==> config.mk <==
export PLATFORM = sky130hd
export DESIGN_NAME = context_slot_allocator
export DESIGN_NICKNAME = d
export VERILOG_FILES = /design/src/rtl/csa_pkg.sv /design/src/rtl/context_slot_allocator.sv /design/src/rtl/csa_ram.sv /design/src/rtl/csa_desc_check.sv
export SDC_FILE = /design/constraint.sdc
export NUM_CORES = 1
export LEC_CHECK = 0
export BUFFER_PORTS_ARGS = -buffer_cell sky130_fd_sc_hd__buf_2
export CELL_PAD_IN_SITES_DETAIL_PLACEMENT = 1
export CELL_PAD_IN_SITES_GLOBAL_PLACEMENT = 1
export CORE_ASPECT_RATIO = 1.1
export CORE_MARGIN = 1.5
export CORE_UTILIZATION = 46
export DETAILED_ROUTE_END_ITERATION = 16
export GPL_ROUTABILITY_DRIVEN = 0
export PLACE_DENSITY_LB_ADDON = 0.12
export SLEW_MARGIN = 20
export SYNTH_ARGS = -nofsm -noshare
export SYNTH_HDL_FRONTEND = slang
export SYNTH_SLANG_ARGS = --single-unit
==> constraint.sdc <==
create_clock -name aclk -period 3.72 [get_ports aclk]
set_input_delay 1.116 -clock aclk [delete_from_list [all_inputs] [get_ports aclk]]
set_output_delay 1.116 -clock aclk [all_outputs]
set_load 0.01 [all_outputs]
==> src/rtl/csa_pkg.sv <==
// csa_pkg: shared types and codes of the context slot allocator
// used by csa_desc_check and context_slot_allocator, no dependencies
package csa_pkg;

    localparam int SLOTS_DEFAULT = 16;

    localparam int OWNER_W  = 16;
    localparam int DIM_W    = 16;
    localparam int BUF_W    = 8;
    localparam int FLAG_W   = 8;
    localparam int RSV_W    = 16;
    localparam int SLOT_W   = 4;
    localparam int QUOTA_W  = 5;
    localparam int STATUS_W = 2;
    localparam int CFG_IDX_W  = 3;
    localparam int CFG_DATA_W = 16;

    // result status codes
    localparam logic [STATUS_W-1:0] ST_OK          = 2'd0;
    localparam logic [STATUS_W-1:0] ST_UNSUPPORTED = 2'd1;
    localparam logic [STATUS_W-1:0] ST_LIMIT       = 2'd2;
    localparam logic [STATUS_W-1:0] ST_BAD_STATE   = 2'd3;

    // request kinds
    localparam logic REQ_ALLOC   = 1'b0;
    localparam logic REQ_RELEASE = 1'b1;

    // configuration register indexes
    localparam logic [CFG_IDX_W-1:0] CFG_OWNER_QUOTA  = 3'd0;
    localparam logic [CFG_IDX_W-1:0] CFG_WIDTH_LIMIT  = 3'd1;
    localparam logic [CFG_IDX_W-1:0] CFG_HEIGHT_LIMIT = 3'd2;
    localparam logic [CFG_IDX_W-1:0] CFG_BUFFERS_MIN  = 3'd3;
    localparam logic [CFG_IDX_W-1:0] CFG_BUFFERS_MAX  = 3'd4;
    localparam logic [CFG_IDX_W-1:0] CFG_FLAG_MASK    = 3'd5;

    typedef struct packed {
        logic [QUOTA_W-1:0] owner_quota;
        logic [DIM_W-1:0]   width_limit;
        logic [DIM_W-1:0]   height_limit;
        logic [BUF_W-1:0]   buffers_min;
        logic [BUF_W-1:0]   buffers_max;
        logic [FLAG_W-1:0]  flag_mask;
    } cfg_t;

endpackage

==> src/rtl/context_slot_allocator.sv <==
// context_slot_allocator: free list / active list slot pool with per-owner quota
// depends on csa_pkg, csa_ram, csa_desc_check
//
//  channel   dir  handshake          payload
//  s_        in   tvalid/tready      tdata: descriptor and slot, tuser: req_type
//  m_        out  tvalid/tready      tdata: status, slot_out
//  cfg_      in   cfg_wr_en          cfg_index, cfg_data
//
// one request at a time: allocate passes the check, the owner count walk over the
// active list (at most SLOTS entries), the free pop and two write states; release passes
// the check, an evaluate state and a second write state; a bad descriptor, zero owner or
// zero quota answers from the check, release of a free slot from evaluate, a quota stop
// from the walk, an empty free list from the free pop; the walk reads one entry per cycle
// after reset a clearing pass over all SLOTS entries rebuilds the free chain, no
// transfer is accepted meanwhile; a held result does not stop the next accept,
// the next result waits in the response state until the output register frees
module context_slot_allocator
    import csa_pkg::*;
#(
    parameter int SLOTS = SLOTS_DEFAULT
) (
    input  logic                  aclk,
    input  logic                  aresetn,
    input  logic                  s_tvalid,
    output logic                  s_tready,
    // owner[15:0] width[31:16] height[47:32] buf_cnt[55:48] flags[63:56]
    // reserved_bytes[79:64] slot[83:80] zeros[87:84]
    input  logic [87:0]           s_tdata,
    // req_type[0]
    input  logic [0:0]            s_tuser,
    output logic                  m_tvalid,
    input  logic                  m_tready,
    // status[1:0] slot_out[5:2] zeros[7:6]
    output logic [7:0]            m_tdata,
    input  logic                  cfg_wr_en,
    input  logic [CFG_IDX_W-1:0]  cfg_index,
    input  logic [CFG_DATA_W-1:0] cfg_data
);

    localparam int LW = $clog2(SLOTS + 1);
    localparam int AW = (SLOTS > 1) ? $clog2(SLOTS) : 1;
    localparam logic [LW-1:0] LINK_NONE = LW'(SLOTS);

    typedef enum logic [3:0] {
        S_CLEAR,
        S_IDLE,
        S_CHECK,
        S_WALK,
        S_FREE,
        S_ALLOC_WR1,
        S_ALLOC_WR2,
        S_REL_EVAL,
        S_REL_WR2,
        S_RESP
    } state_t;

    state_t state_reg, state_next;

    cfg_t cfg_reg;

    // request registers
    logic              req_type_reg;
    logic [OWNER_W-1:0] req_owner_reg;
    logic [DIM_W-1:0]  req_width_reg;
    logic [DIM_W-1:0]  req_height_reg;
    logic [BUF_W-1:0]  req_buf_reg;
    logic [FLAG_W-1:0] req_flags_reg;
    logic [RSV_W-1:0]  req_rsv_reg;
    logic [SLOT_W-1:0] req_slot_reg;

    logic [LW-1:0]      free_head_reg, free_head_next;
    logic [LW-1:0]      active_head_reg, active_head_next;
    logic [LW-1:0]      clr_idx_reg, clr_idx_next;
    logic [LW-1:0]      steps_reg, steps_next;
    logic [QUOTA_W-1:0] count_reg, count_next;
    logic [AW-1:0]      work_idx_reg, work_idx_next;
    logic [STATUS_W-1:0] resp_status_reg, resp_status_next;
    logic [SLOT_W-1:0]  resp_slot_reg, resp_slot_next;
    logic               m_tvalid_reg;
    logic [STATUS_W-1:0] out_status_reg;
    logic [SLOT_W-1:0]  out_slot_reg;

    // ram ports
    logic [AW-1:0]      rd_addr;
    logic [LW-1:0]      next_rd, prev_rd;
    logic [OWNER_W-1:0] owner_rd;
    logic               used_rd;
    logic               next_we, prev_we, owner_we, used_we;
    logic [AW-1:0]      next_waddr, prev_waddr, owner_waddr, used_waddr;
    logic [LW-1:0]      next_wdata, prev_wdata;
    logic [OWNER_W-1:0] owner_wdata;
    logic               used_wdata;

    logic               desc_ok;
    logic [LW+3:0]      slot_wide;
    logic               slot_valid;
    logic [AW-1:0]      slot_idx;
    logic [AW+3:0]      work_wide;
    logic [SLOT_W-1:0]  work_slot4;
    logic               owner_hit;
    logic [QUOTA_W-1:0] count_new;
    logic [LW-1:0]      steps_new;
    logic               out_free;

    assign slot_wide  = {{LW{1'b0}}, req_slot_reg};
    assign slot_valid = slot_wide < (LW + 4)'(SLOTS);
    assign slot_idx   = slot_wide[AW-1:0];
    assign work_wide  = {4'b0000, work_idx_reg};
    assign work_slot4 = work_wide[SLOT_W-1:0];

    assign owner_hit = (owner_rd == req_owner_reg);
    assign count_new = count_reg + QUOTA_W'(owner_hit);
    assign steps_new = steps_reg + LW'(1);
    assign out_free  = !m_tvalid_reg || m_tready;

    assign s_tready = (state_reg == S_IDLE);
    assign m_tvalid = m_tvalid_reg;
    assign m_tdata  = {2'b00, out_slot_reg, out_status_reg};

    csa_desc_check u_desc (
        .cfg            (cfg_reg),
        .width          (req_width_reg),
        .height         (req_height_reg),
        .buf_cnt        (req_buf_reg),
        .flags          (req_flags_reg),
        .reserved_bytes (req_rsv_reg),
        .desc_ok        (desc_ok)
    );

    csa_ram #(.WIDTH(LW), .DEPTH(SLOTS)) u_next_mem (
        .aclk (aclk), .we (next_we), .waddr (next_waddr), .wdata (next_wdata),
        .raddr (rd_addr), .rdata (next_rd)
    );

    csa_ram #(.WIDTH(LW), .DEPTH(SLOTS)) u_prev_mem (
        .aclk (aclk), .we (prev_we), .waddr (prev_waddr), .wdata (prev_wdata),
        .raddr (rd_addr), .rdata (prev_rd)
    );

    csa_ram #(.WIDTH(OWNER_W), .DEPTH(SLOTS)) u_owner_mem (
        .aclk (aclk), .we (owner_we), .waddr (owner_waddr), .wdata (owner_wdata),
        .raddr (rd_addr), .rdata (owner_rd)
    );

    csa_ram #(.WIDTH(1), .DEPTH(SLOTS)) u_used_mem (
        .aclk (aclk), .we (used_we), .waddr (used_waddr), .wdata (used_wdata),
        .raddr (rd_addr), .rdata (used_rd)
    );

    // sequencer
    always_comb begin
        state_next       = state_reg;
        free_head_next   = free_head_reg;
        active_head_next = active_head_reg;
        clr_idx_next     = clr_idx_reg;
        steps_next       = steps_reg;
        count_next       = count_reg;
        work_idx_next    = work_idx_reg;
        resp_status_next = resp_status_reg;
        resp_slot_next   = resp_slot_reg;

        rd_addr     = '0;
        next_we     = 1'b0;
        prev_we     = 1'b0;
        owner_we    = 1'b0;
        used_we     = 1'b0;
        next_waddr  = work_idx_reg;
        prev_waddr  = work_idx_reg;
        owner_waddr = work_idx_reg;
        used_waddr  = work_idx_reg;
        next_wdata  = LINK_NONE;
        prev_wdata  = LINK_NONE;
        owner_wdata = '0;
        used_wdata  = 1'b0;

        case (state_reg)
            S_CLEAR: begin
                // chain slot i to i+1, last one to none
                next_we     = 1'b1;
                prev_we     = 1'b1;
                owner_we    = 1'b1;
                used_we     = 1'b1;
                next_waddr  = clr_idx_reg[AW-1:0];
                prev_waddr  = clr_idx_reg[AW-1:0];
                owner_waddr = clr_idx_reg[AW-1:0];
                used_waddr  = clr_idx_reg[AW-1:0];
                next_wdata  = clr_idx_reg + LW'(1);
                clr_idx_next = clr_idx_reg + LW'(1);
                if (clr_idx_reg == LW'(SLOTS - 1)) begin
                    state_next = S_IDLE;
                end
            end
            S_IDLE: begin
                if (s_tvalid) begin
                    state_next = S_CHECK;
                end
            end
            S_CHECK: begin
                resp_slot_next = '0;
                count_next     = '0;
                steps_next     = '0;
                if (req_type_reg == REQ_RELEASE) begin
                    rd_addr        = slot_idx;
                    work_idx_next  = slot_idx;
                    resp_slot_next = req_slot_reg;
                    if (!slot_valid) begin
                        resp_status_next = ST_BAD_STATE;
                        state_next       = S_RESP;
                    end else begin
                        state_next = S_REL_EVAL;
                    end
                end else if (!desc_ok) begin
                    resp_status_next = ST_UNSUPPORTED;
                    state_next       = S_RESP;
                end else if (req_owner_reg == '0) begin
                    resp_status_next = ST_BAD_STATE;
                    state_next       = S_RESP;
                end else if (cfg_reg.owner_quota == '0) begin
                    resp_status_next = ST_LIMIT;
                    state_next       = S_RESP;
                end else if (active_head_reg >= LINK_NONE) begin
                    state_next = S_FREE;
                end else begin
                    rd_addr    = active_head_reg[AW-1:0];
                    state_next = S_WALK;
                end
            end
            S_WALK: begin
                // one active-list entry per cycle, next address straight from the ram
                count_next = count_new;
                steps_next = steps_new;
                if (count_new >= cfg_reg.owner_quota) begin
                    resp_status_next = ST_LIMIT;
                    state_next       = S_RESP;
                end else if (next_rd >= LINK_NONE || steps_new == LW'(SLOTS)) begin
                    state_next = S_FREE;
                end else begin
                    rd_addr = next_rd[AW-1:0];
                end
            end
            S_FREE: begin
                rd_addr       = free_head_reg[AW-1:0];
                work_idx_next = free_head_reg[AW-1:0];
                if (free_head_reg >= LINK_NONE) begin
                    resp_status_next = ST_LIMIT;
                    state_next       = S_RESP;
                end else begin
                    state_next = S_ALLOC_WR1;
                end
            end
            S_ALLOC_WR1: begin
                free_head_next = next_rd;
                next_we     = 1'b1;
                next_wdata  = active_head_reg;
                prev_we     = 1'b1;
                prev_wdata  = LINK_NONE;
                owner_we    = 1'b1;
                owner_wdata = req_owner_reg;
                used_we     = 1'b1;
                used_wdata  = 1'b1;
                state_next  = S_ALLOC_WR2;
            end
            S_ALLOC_WR2: begin
                if (active_head_reg < LINK_NONE) begin
                    prev_we    = 1'b1;
                    prev_waddr = active_head_reg[AW-1:0];
                    prev_wdata = LW'(work_idx_reg);
                end
                active_head_next = LW'(work_idx_reg);
                resp_status_next = ST_OK;
                resp_slot_next   = work_slot4;
                state_next       = S_RESP;
            end
            S_REL_EVAL: begin
                if (!used_rd) begin
                    resp_status_next = ST_BAD_STATE;
                    state_next       = S_RESP;
                end else begin
                    // unlink from the active list
                    if (prev_rd < LINK_NONE) begin
                        next_we    = 1'b1;
                        next_waddr = prev_rd[AW-1:0];
                        next_wdata = next_rd;
                    end else begin
                        active_head_next = next_rd;
                    end
                    if (next_rd < LINK_NONE) begin
                        prev_we    = 1'b1;
                        prev_waddr = next_rd[AW-1:0];
                        prev_wdata = prev_rd;
                    end
                    owner_we    = 1'b1;
                    owner_wdata = '0;
                    used_we     = 1'b1;
                    used_wdata  = 1'b0;
                    state_next  = S_REL_WR2;
                end
            end
            S_REL_WR2: begin
                next_we          = 1'b1;
                next_wdata       = free_head_reg;
                prev_we          = 1'b1;
                prev_wdata       = LINK_NONE;
                free_head_next   = LW'(work_idx_reg);
                resp_status_next = ST_OK;
                state_next       = S_RESP;
            end
            S_RESP: begin
                if (out_free) begin
                    state_next = S_IDLE;
                end
            end
            default: begin
                state_next = S_IDLE;
            end
        endcase
    end

    always_ff @(posedge aclk) begin
        if (!aresetn) begin
            state_reg       <= S_CLEAR;
            free_head_reg   <= '0;
            active_head_reg <= LINK_NONE;
            clr_idx_reg     <= '0;
            m_tvalid_reg    <= 1'b0;
            cfg_reg.owner_quota  <= QUOTA_W'(16);
            cfg_reg.width_limit  <= '1;
            cfg_reg.height_limit <= '1;
            cfg_reg.buffers_min  <= BUF_W'(2);
            cfg_reg.buffers_max  <= '1;
            cfg_reg.flag_mask    <= '1;
        end else begin
            state_reg       <= state_next;
            free_head_reg   <= free_head_next;
            active_head_reg <= active_head_next;
            clr_idx_reg     <= clr_idx_next;
            if (state_reg == S_RESP && out_free) begin
                m_tvalid_reg <= 1'b1;
            end else if (m_tready) begin
                m_tvalid_reg <= 1'b0;
            end
            if (cfg_wr_en) begin
                case (cfg_index)
                    CFG_OWNER_QUOTA:  cfg_reg.owner_quota  <= cfg_data[QUOTA_W-1:0];
                    CFG_WIDTH_LIMIT:  cfg_reg.width_limit  <= cfg_data[DIM_W-1:0];
                    CFG_HEIGHT_LIMIT: cfg_reg.height_limit <= cfg_data[DIM_W-1:0];
                    CFG_BUFFERS_MIN:  cfg_reg.buffers_min  <= cfg_data[BUF_W-1:0];
                    CFG_BUFFERS_MAX:  cfg_reg.buffers_max  <= cfg_data[BUF_W-1:0];
                    CFG_FLAG_MASK:    cfg_reg.flag_mask    <= cfg_data[FLAG_W-1:0];
                    default: begin
                    end
                endcase
            end
        end
    end

    // payload registers
    always_ff @(posedge aclk) begin
        steps_reg       <= steps_next;
        count_reg       <= count_next;
        work_idx_reg    <= work_idx_next;
        resp_status_reg <= resp_status_next;
        resp_slot_reg   <= resp_slot_next;
        if (s_tvalid && s_tready) begin
            req_type_reg   <= s_tuser[0];
            req_owner_reg  <= s_tdata[15:0];
            req_width_reg  <= s_tdata[31:16];
            req_height_reg <= s_tdata[47:32];
            req_buf_reg    <= s_tdata[55:48];
            req_flags_reg  <= s_tdata[63:56];
            req_rsv_reg    <= s_tdata[79:64];
            req_slot_reg   <= s_tdata[83:80];
        end
        if (state_reg == S_RESP && out_free) begin
            out_status_reg <= resp_status_reg;
            out_slot_reg   <= resp_slot_reg;
        end
    end

`ifndef SYNTH
    // the free and active heads never name the same slot
    assert property (@(posedge aclk) disable iff (!aresetn)
        (free_head_reg < LINK_NONE) |-> (free_head_reg != active_head_reg))
        else $error("free and active list share a head slot");

    // a pop always finds a slot on the free list
    assert property (@(posedge aclk) disable iff (!aresetn)
        (state_reg == S_ALLOC_WR1) |-> $past(free_head_reg < LINK_NONE))
        else $error("allocate popped an empty free list");

    // a transfer in starts a request, no second transfer next cycle
    assert property (@(posedge aclk) disable iff (!aresetn)
        (s_tvalid && s_tready) |=> !s_tready)
        else $error("accepted a transfer while busy");
`endif

endmodule

==> src/rtl/csa_ram.sv <==
// csa_ram: generic single write port, single read port ram, registered read
// no dependencies
module csa_ram #(
    parameter int WIDTH = 8,
    parameter int DEPTH = 16,
    localparam int AW = (DEPTH > 1) ? $clog2(DEPTH) : 1
) (
    input  logic             aclk,
    input  logic             we,
    input  logic [AW-1:0]    waddr,
    input  logic [WIDTH-1:0] wdata,
    input  logic [AW-1:0]    raddr,
    output logic [WIDTH-1:0] rdata
);

    logic [WIDTH-1:0] mem [DEPTH];

    always_ff @(posedge aclk) begin
        if (we) begin
            mem[waddr] <= wdata;
        end
        rdata <= mem[raddr];
    end

endmodule

==> src/rtl/csa_desc_check.sv <==
// csa_desc_check: checks an allocate descriptor against the limit registers
// depends on csa_pkg
module csa_desc_check
    import csa_pkg::*;
(
    input  cfg_t              cfg,
    input  logic [DIM_W-1:0]  width,
    input  logic [DIM_W-1:0]  height,
    input  logic [BUF_W-1:0]  buf_cnt,
    input  logic [FLAG_W-1:0] flags,
    input  logic [RSV_W-1:0]  reserved_bytes,
    output logic              desc_ok
);

    logic dims_ok;
    logic bufs_ok;
    logic flags_ok;

    assign dims_ok  = (reserved_bytes == '0)
                   && (width != '0) && (width <= cfg.width_limit)
                   && (height != '0) && (height <= cfg.height_limit);
    // min above max rejects everything
    assign bufs_ok  = (buf_cnt >= cfg.buffers_min) && (buf_cnt <= cfg.buffers_max);
    assign flags_ok = ((flags & ~cfg.flag_mask) == '0);
    assign desc_ok  = dims_ok && bufs_ok && flags_ok;

endmodule
=== Yosys cells after proc, flatten, opt, wreduce, memory -nomap -nowiden ===
Memories as Yosys holds them, arrays and structs flattened. A register that Yosys moved wholly into a read port is not among the register bits.
Cells that the tools add are included.

* Add/subtract/negate cells: 3
* Magnitude comparators: 12
* Equality and inequality tests: 29
* Muxes and demuxes: 75
* Bitwise logic cells: 2
* Reductions and logical operators: 40

{| class="wikitable"
|+ Operators with widths
! cell !! count
|-
| $mux W4 || 26
|-
| $pmux W5 S2 || 5
|-
| $pmux W4 S9 || 1
|-
| $mux W5 || 7
|-
| $le A16 B16 Y1 || 2
|-
| $logic_not A16 Y1 || 2
|-
| $reduce_bool A16 Y1 || 2
|-
| $pmux W4 S2 || 3
|-
| $pmux W4 S3 || 2
|-
| $pmux W5 S4 || 1
|-
| $eq A16 B16 Y1 || 1
|-
| $eq A4 B3 Y1 const B || 4
|-
| $mux W1 || 16
|-
| $mux W16 || 1
|-
| $mux W2 || 8
|-
| $ne A2 B2 Y1 const B || 8
|-
| $ge A5 B5 Y1 const B || 3
|-
| $lt A5 B5 Y1 const B || 3
|-
| $reduce_and A2 Y1 || 7
|-
| $reduce_bool A2 Y1 || 6
|-
| $add A5 B1 Y5 const B || 2
|-
| $pmux W2 S5 || 1
|-
| $logic_and A1 B1 Y1 || 9
|-
| $and A8 B8 Y8 || 1
|-
| 32 further kinds || 40
|}

* Register bits: 192
* Memory bits (writable): 432
* Input bits: 113
* Memories kept: 4

{| class="wikitable"
|+ Memories
! memory !! depth !! width !! rd ports !! clocked after Yosys merged registers in !! write ports !! RTL line !! text
|-
| u_owner_mem.mem || 16 || 16 || 1 || 1 || 1 || csa_ram.sv:16 || <nowiki>logic [WIDTH-1:0] mem [DEPTH];</nowiki>
|-
| u_next_mem.mem || 16 || 5 || 1 || 1 || 1 || csa_ram.sv:16 ||
|-
| u_prev_mem.mem || 16 || 5 || 1 || 1 || 1 || csa_ram.sv:16 ||
|-
| u_used_mem.mem || 16 || 1 || 1 || 1 || 1 || csa_ram.sv:16 ||
|}

=== Depth between registers and ports, before layout ===
* Depth after elaboration: 10
* Depth in mapped cells: 20
* Gate-level depth less buffers: 17

=== Cells and area by module ===
From an unflattened synthesis, not the netlist that was laid out.

* Cells, all modules: 1725
* Area, all modules: 26569.2 µm²

{| class="wikitable"
|+ By module, submodules not included
! module !! times used !! cells an instance !! area each (µm²)
|-
| csa_ram at u_owner_mem || 1 || 432 || 10042.1
|-
| context_slot_allocator || 1 || 746 || 7967.6
|-
| csa_ram at u_next_mem ... || 2 || 155 || 3213.1
|-
| csa_desc_check || 1 || 190 || 1387.6
|-
| csa_ram at u_used_mem || 1 || 47 || 745.7
|}

=== Worst setup path after synthesis ===
OpenSTA, ideal clock, no wires.

* Path type: register to register
* From: register req_owner_reg[11]
* To: register u_owner_mem.rdata[14], read port of u_owner_mem.mem
* Setup time: 0.127 ns
* Data arrival time: 3.763 ns
* Required time: 3.593 ns
* Path slack: -0.170 ns
* Cell stages (with the launch flop): 18
* Clock period less this slack: 3.890 ns
* Path through: edfxtp_1 xnor2_1 nand4_1 nor4_1 ha_1 ha_1 nand3_1 xnor2_1 ha_1 o211ai_1 o21ai_1 a2111oi_4 a222oi_1 o21a_1 clkbuf_1 clkbuf_1 a221oi_1 or3_1

* Longest elaborated chain between the ends: 5

{| class="wikitable"
|+ RTL lines
! what !! RTL line !! text
|-
| start: declaration || context_slot_allocator.sv:63 || <nowiki>logic [OWNER_W-1:0] req_owner_reg;</nowiki>
|-
| start signal: assignment || context_slot_allocator.sv:366 || <nowiki>req_owner_reg <= s_tdata[15:0];</nowiki>
|-
| $eq A16 B16 Y1 || context_slot_allocator.sv:111 || <nowiki>assign owner_hit = (owner_rd == req_owner_reg);</nowiki>
|-
| $add A5 B1 Y5 || context_slot_allocator.sv:112 || <nowiki>assign count_new = count_reg + QUOTA_W'(owner_hit);</nowiki>
|-
| via count_new[4] || context_slot_allocator.sv:101 || <nowiki>logic [QUOTA_W-1:0] count_new;</nowiki>
|-
| $ge A5 B5 Y1 || context_slot_allocator.sv:232 || <nowiki>if (count_new >= cfg_reg.owner_quota) begin</nowiki>
|-
| $mux W4 || context_slot_allocator.sv:232 ||
|-
| $pmux W4 S3 || context_slot_allocator.sv:176 || <nowiki>case (state_reg)</nowiki>
|-
| end: declaration || csa_ram.sv:13 || <nowiki>output logic [WIDTH-1:0] rdata</nowiki>
|}

The timed path passes the listed nets, and every way through them passes these cells.
A chain may end at the register's enable or synchronous reset.

=== Worst setup path after layout ===
* From: register req_owner_reg[0]
* To: register u_owner_mem.rdata[7], read port of u_owner_mem.mem

The elaborated chain is that of the path after synthesis.

==> reports/metrics.yaml <==
tightest_slew_ns: 0.971
dpl_cell_area_um2: 29500
setup.worst_path.class: "reg2reg"
globalRouteMet1Util_pct: 33.7
clock_latency_ns: 0.61
ios: 123
gr-usage-met3_pct: 4.40
core_area_um2: 57600
slew_violations: 0
root_buffer: "clkbuf_16"
fin_crit_sh_pct: 120
worstPathCellList: "xnor2_1 -> nand4_1 -> nor4_2 -> buf_4 -> ha_4 -> ha_4 -> nand3_4 -> xnor2_2 -> ha_1 -> a21oi_2 -> o21ai_2 -> a2111oi_4 -> a222oi_1 -> buf_4 -> o21ai_4 -> clkbuf_16 -> buf_16 -> buf_6 -> a21oi_1 -> a221o_1 -> o311ai_4"
final_area_um2: 33100
busiest_layer: "met2"
portBuffers: 116
final_util_pct: 57.5
antenna_found_initial: 6
cp_num_cells: 21
track_usage_pct: 26.5
start_kind: "flop"
rrSetupSlack_ns: -0.75
violations: "setup timing"
top_regs: "u_owner_mem.mem: 256 flops, u_next_mem.mem: 80 flops, u_prev_mem.mem: 80 flops"
status: "complete, but fails checks"
crit_family: "compound AO/OA/AOI/OAI gates"
dp_hpwl_um: 50000
synth_edf_count: 543
period_needed_ns: 4.47
drc: 0
clock_skew_ns: 0.0180
largest_register: "u_owner_mem.mem"
nFillCells: 5758
drtIter0Drc: 1490
hold_start: "resp_slot_reg[3]$_DFFE_PP_"
grt_max_degree: 48
netlist_instances: 2131
numCtsBuffers: 68
power_density_nw_per_um2: 468
die_y_um: 257
die_area_um2: 60000
final.setup.worst_slack_ns: -0.748
postRouteWirelength_um: 79700
worst_hold_path.endpoint: "out_slot_reg[3]$_DFFE_PP_"
ys_seq_elements: 651
cts_htree_levels: 3
async_flop_share_pct: 0
r2r-end: "u_owner_mem.rdata[7]$_DFF_P_"
maxCapViolCount: 0
r2r-start: "req_owner_reg[0]$_DFFE_PP_"
drt-pass1-iter-count: 5
grt_util_met2_pct: 45.6
largest_register_ffs: 256
yosys_warnings: 0
via_per_inst: 5.84
ant_nets: 0
die_w_um: 234
cp.arrival_ns: 4.91
hold_viol: 0
irDropWorstVdd_v: 0.000331
cts_tree: "yes"
layout.nets: 2565
cpPeakStageDelay_ns: 0.43
critPathBufInv: 5
grt_pass1_wl_um: 119000
path_clk_slew_ns: 0.06
routed-via-count: 18700
initial_core_util_pct: 46.8
max_freq_mhz: 224
clk_path_buf_depth: 3
synth_area_um2: 26900
power_leakage_nw: 12.0
cp-end-kind: "flop"
globalRouteOverflowTotal: 0
grt_pass1_vias: 19800
hp-class: "reg2reg"
avgSynthCellArea_um2: 12.6
drive_gt1_share_pct: 22.8
synth-main-ff-cell: "edfxtp_1"
path_max_fanout: 9
holdPathStages: 0
routedWlPerCell_um: 24.9
rows: 92
syn_to_final_growth_pct: 22.8
postCtsHoldBufs: 0
relSlewSlack_pct: 35.3
rsz0062_at_grt: "true"
reg2regPathDepth: 21
synth_cell_types: 65
slowest_stage: "edfxtp_1"
crit_required_ns: 4.17
ys_seq_area_share_pct: 68.6
dpl_worst_slack_ns: -1.29
finalSetupViolCount: 27
cts.sinks: 651
how the worst max path moves through the flow:
stage                              endpoint                         from
2_1_floorplan   u_next_mem.rdata[0]$_DFF_P_  req_owner_reg[11]$_DFFE_PP_
3_3_place_gp   u_owner_mem.rdata[7]$_DFF_P_   req_owner_reg[1]$_DFFE_PP_
3_5_place_dp   u_owner_mem.rdata[7]$_DFF_P_   req_owner_reg[1]$_DFFE_PP_
4_1_cts        u_owner_mem.rdata[7]$_DFF_P_   req_owner_reg[8]$_DFFE_PP_
5_1_grt         u_prev_mem.rdata[1]$_DFF_P_   req_owner_reg[1]$_DFFE_PP_
6_report       u_owner_mem.rdata[7]$_DFF_P_   req_owner_reg[0]$_DFFE_PP_
through the flow:
stage / TNS [ns] / total power [mW] / cells / hold slack [ns]
final: -17.51 / 15.5 / 3204 / 0.419
after global routing: -22.16 / 15.9 / 3201 / 0.438
after CTS: -20.73 / 15.6 / 3196 / 0.422
after detailed placement: -25.08 / 8.77 / 3039 / 0.409
after global placement: -24.22 / 8.74 / 3039 / 0.408
after floorplan: -0.306 / 8.49 / 2132 / 0.400
worst register-to-register path, stage by stage (launching register included):
cell       delay [ns]
edfxtp_1         0.43
xnor2_1          0.21
nand4_1          0.14
nor4_2           0.35
buf_4            0.19
ha_4             0.14
ha_4             0.16
nand3_4          0.08
xnor2_2          0.16
ha_1             0.32
a21oi_2          0.14
o21ai_2          0.09
a2111oi_4        0.25
a222oi_1         0.15
buf_4            0.19
o21ai_4          0.18
clkbuf_16        0.27
buf_16           0.15
buf_6            0.15
a21oi_1          0.05
a221o_1          0.37
o311ai_4         0.13
what timing repair did:
action	4_1_cts	5_1_grt
pin swaps	27	61
gates resized for setup	103	69
endpoints found under the setup margin	27	27
buffers inserted	25	7
gates cloned	8	2
routing by layer:
metal  wire length, um  part of all wire [%]
met3              4790                   6.0
met2             40500                    51
met1             32200                    40
met5                31                 0.039
met4              2230                   2.8
cells in the mapped netlist (7+ instances only):
master | count | area (um^2)
mux2i_1 | 65 | 651
o311ai_1 | 26 | 228
inv_1 | 67 | 251
buf_2 | 24 | 120
a221oi_1 | 38 | 333
nor3_1 | 11 | 55.1
and3_1 | 24 | 150
nor2_1 | 99 | 372
a21oi_1 | 247 | 1240
o22ai_1 | 8 | 50.1
nand3_1 | 30 | 150
o21ai_0 | 19 | 95.1
nand2_1 | 390 | 1460
o211ai_1 | 47 | 353
a211oi_1 | 7 | 52.6
nand2b_1 | 13 | 81.3
nor4_1 | 19 | 119
xnor2_1 | 24 | 210
nand4_1 | 18 | 113
buf_1 | 10 | 37.5
nor2b_1 | 11 | 68.8
dfxtp_1 | 108 | 2160
ha_1 | 59 | 738
and2_1 | 11 | 68.8
clkbuf_1 | 78 | 293
a311oi_1 | 8 | 70.1
edfxtp_1 | 543 | 16300
a221o_1 | 34 | 340
cell type report:
class / instances / area [um^2] / share of cell area [%]
clock inverter: 31 / 305 / 0.923
sequential: 651 / 18500 / 55.8
multi-input combinational: 1298 / 8530 / 25.8
tap: 752 / 941 / 2.85
timing repair buffer: 306 / 2640 / 7.98
antenna: 4 / 10.0 / 0.0303
inverter: 68 / 255 / 0.772
clock buffer: 94 / 1920 / 5.82
logic make-up after synthesis:
family	after synthesis	synth area share (%)
other	1	0.0139
muxes	69	2.58
buffers and inverters	183	2.72
xor gates and xnor gates	27	0.878
adders and majority gates	59	2.74
AOI/OAI and AO/OA	489	11.9
DFF	651	68.6
and+or+nand+nor	652	10.6
power by group:
part	internal (mW)	switching, mW	leakage (nW)
sequential	8.02	0.0961	5.61
clock	3.99	2.85	1.07
combinational	0.185	0.344	5.27
cell usage in the layout, fill, tap and decap left out, drive strengths merged, types with 38 or more instances in the layout:
master and instances:
a21oi 248, a221oi 38, buf 302, clkbuf 96, dfxtp 108, edfxtp 543, ha 59, inv 71
mux2i 65, nand2 390, nor2 99, o211ai 47
(Power assumes the default switching activity.)
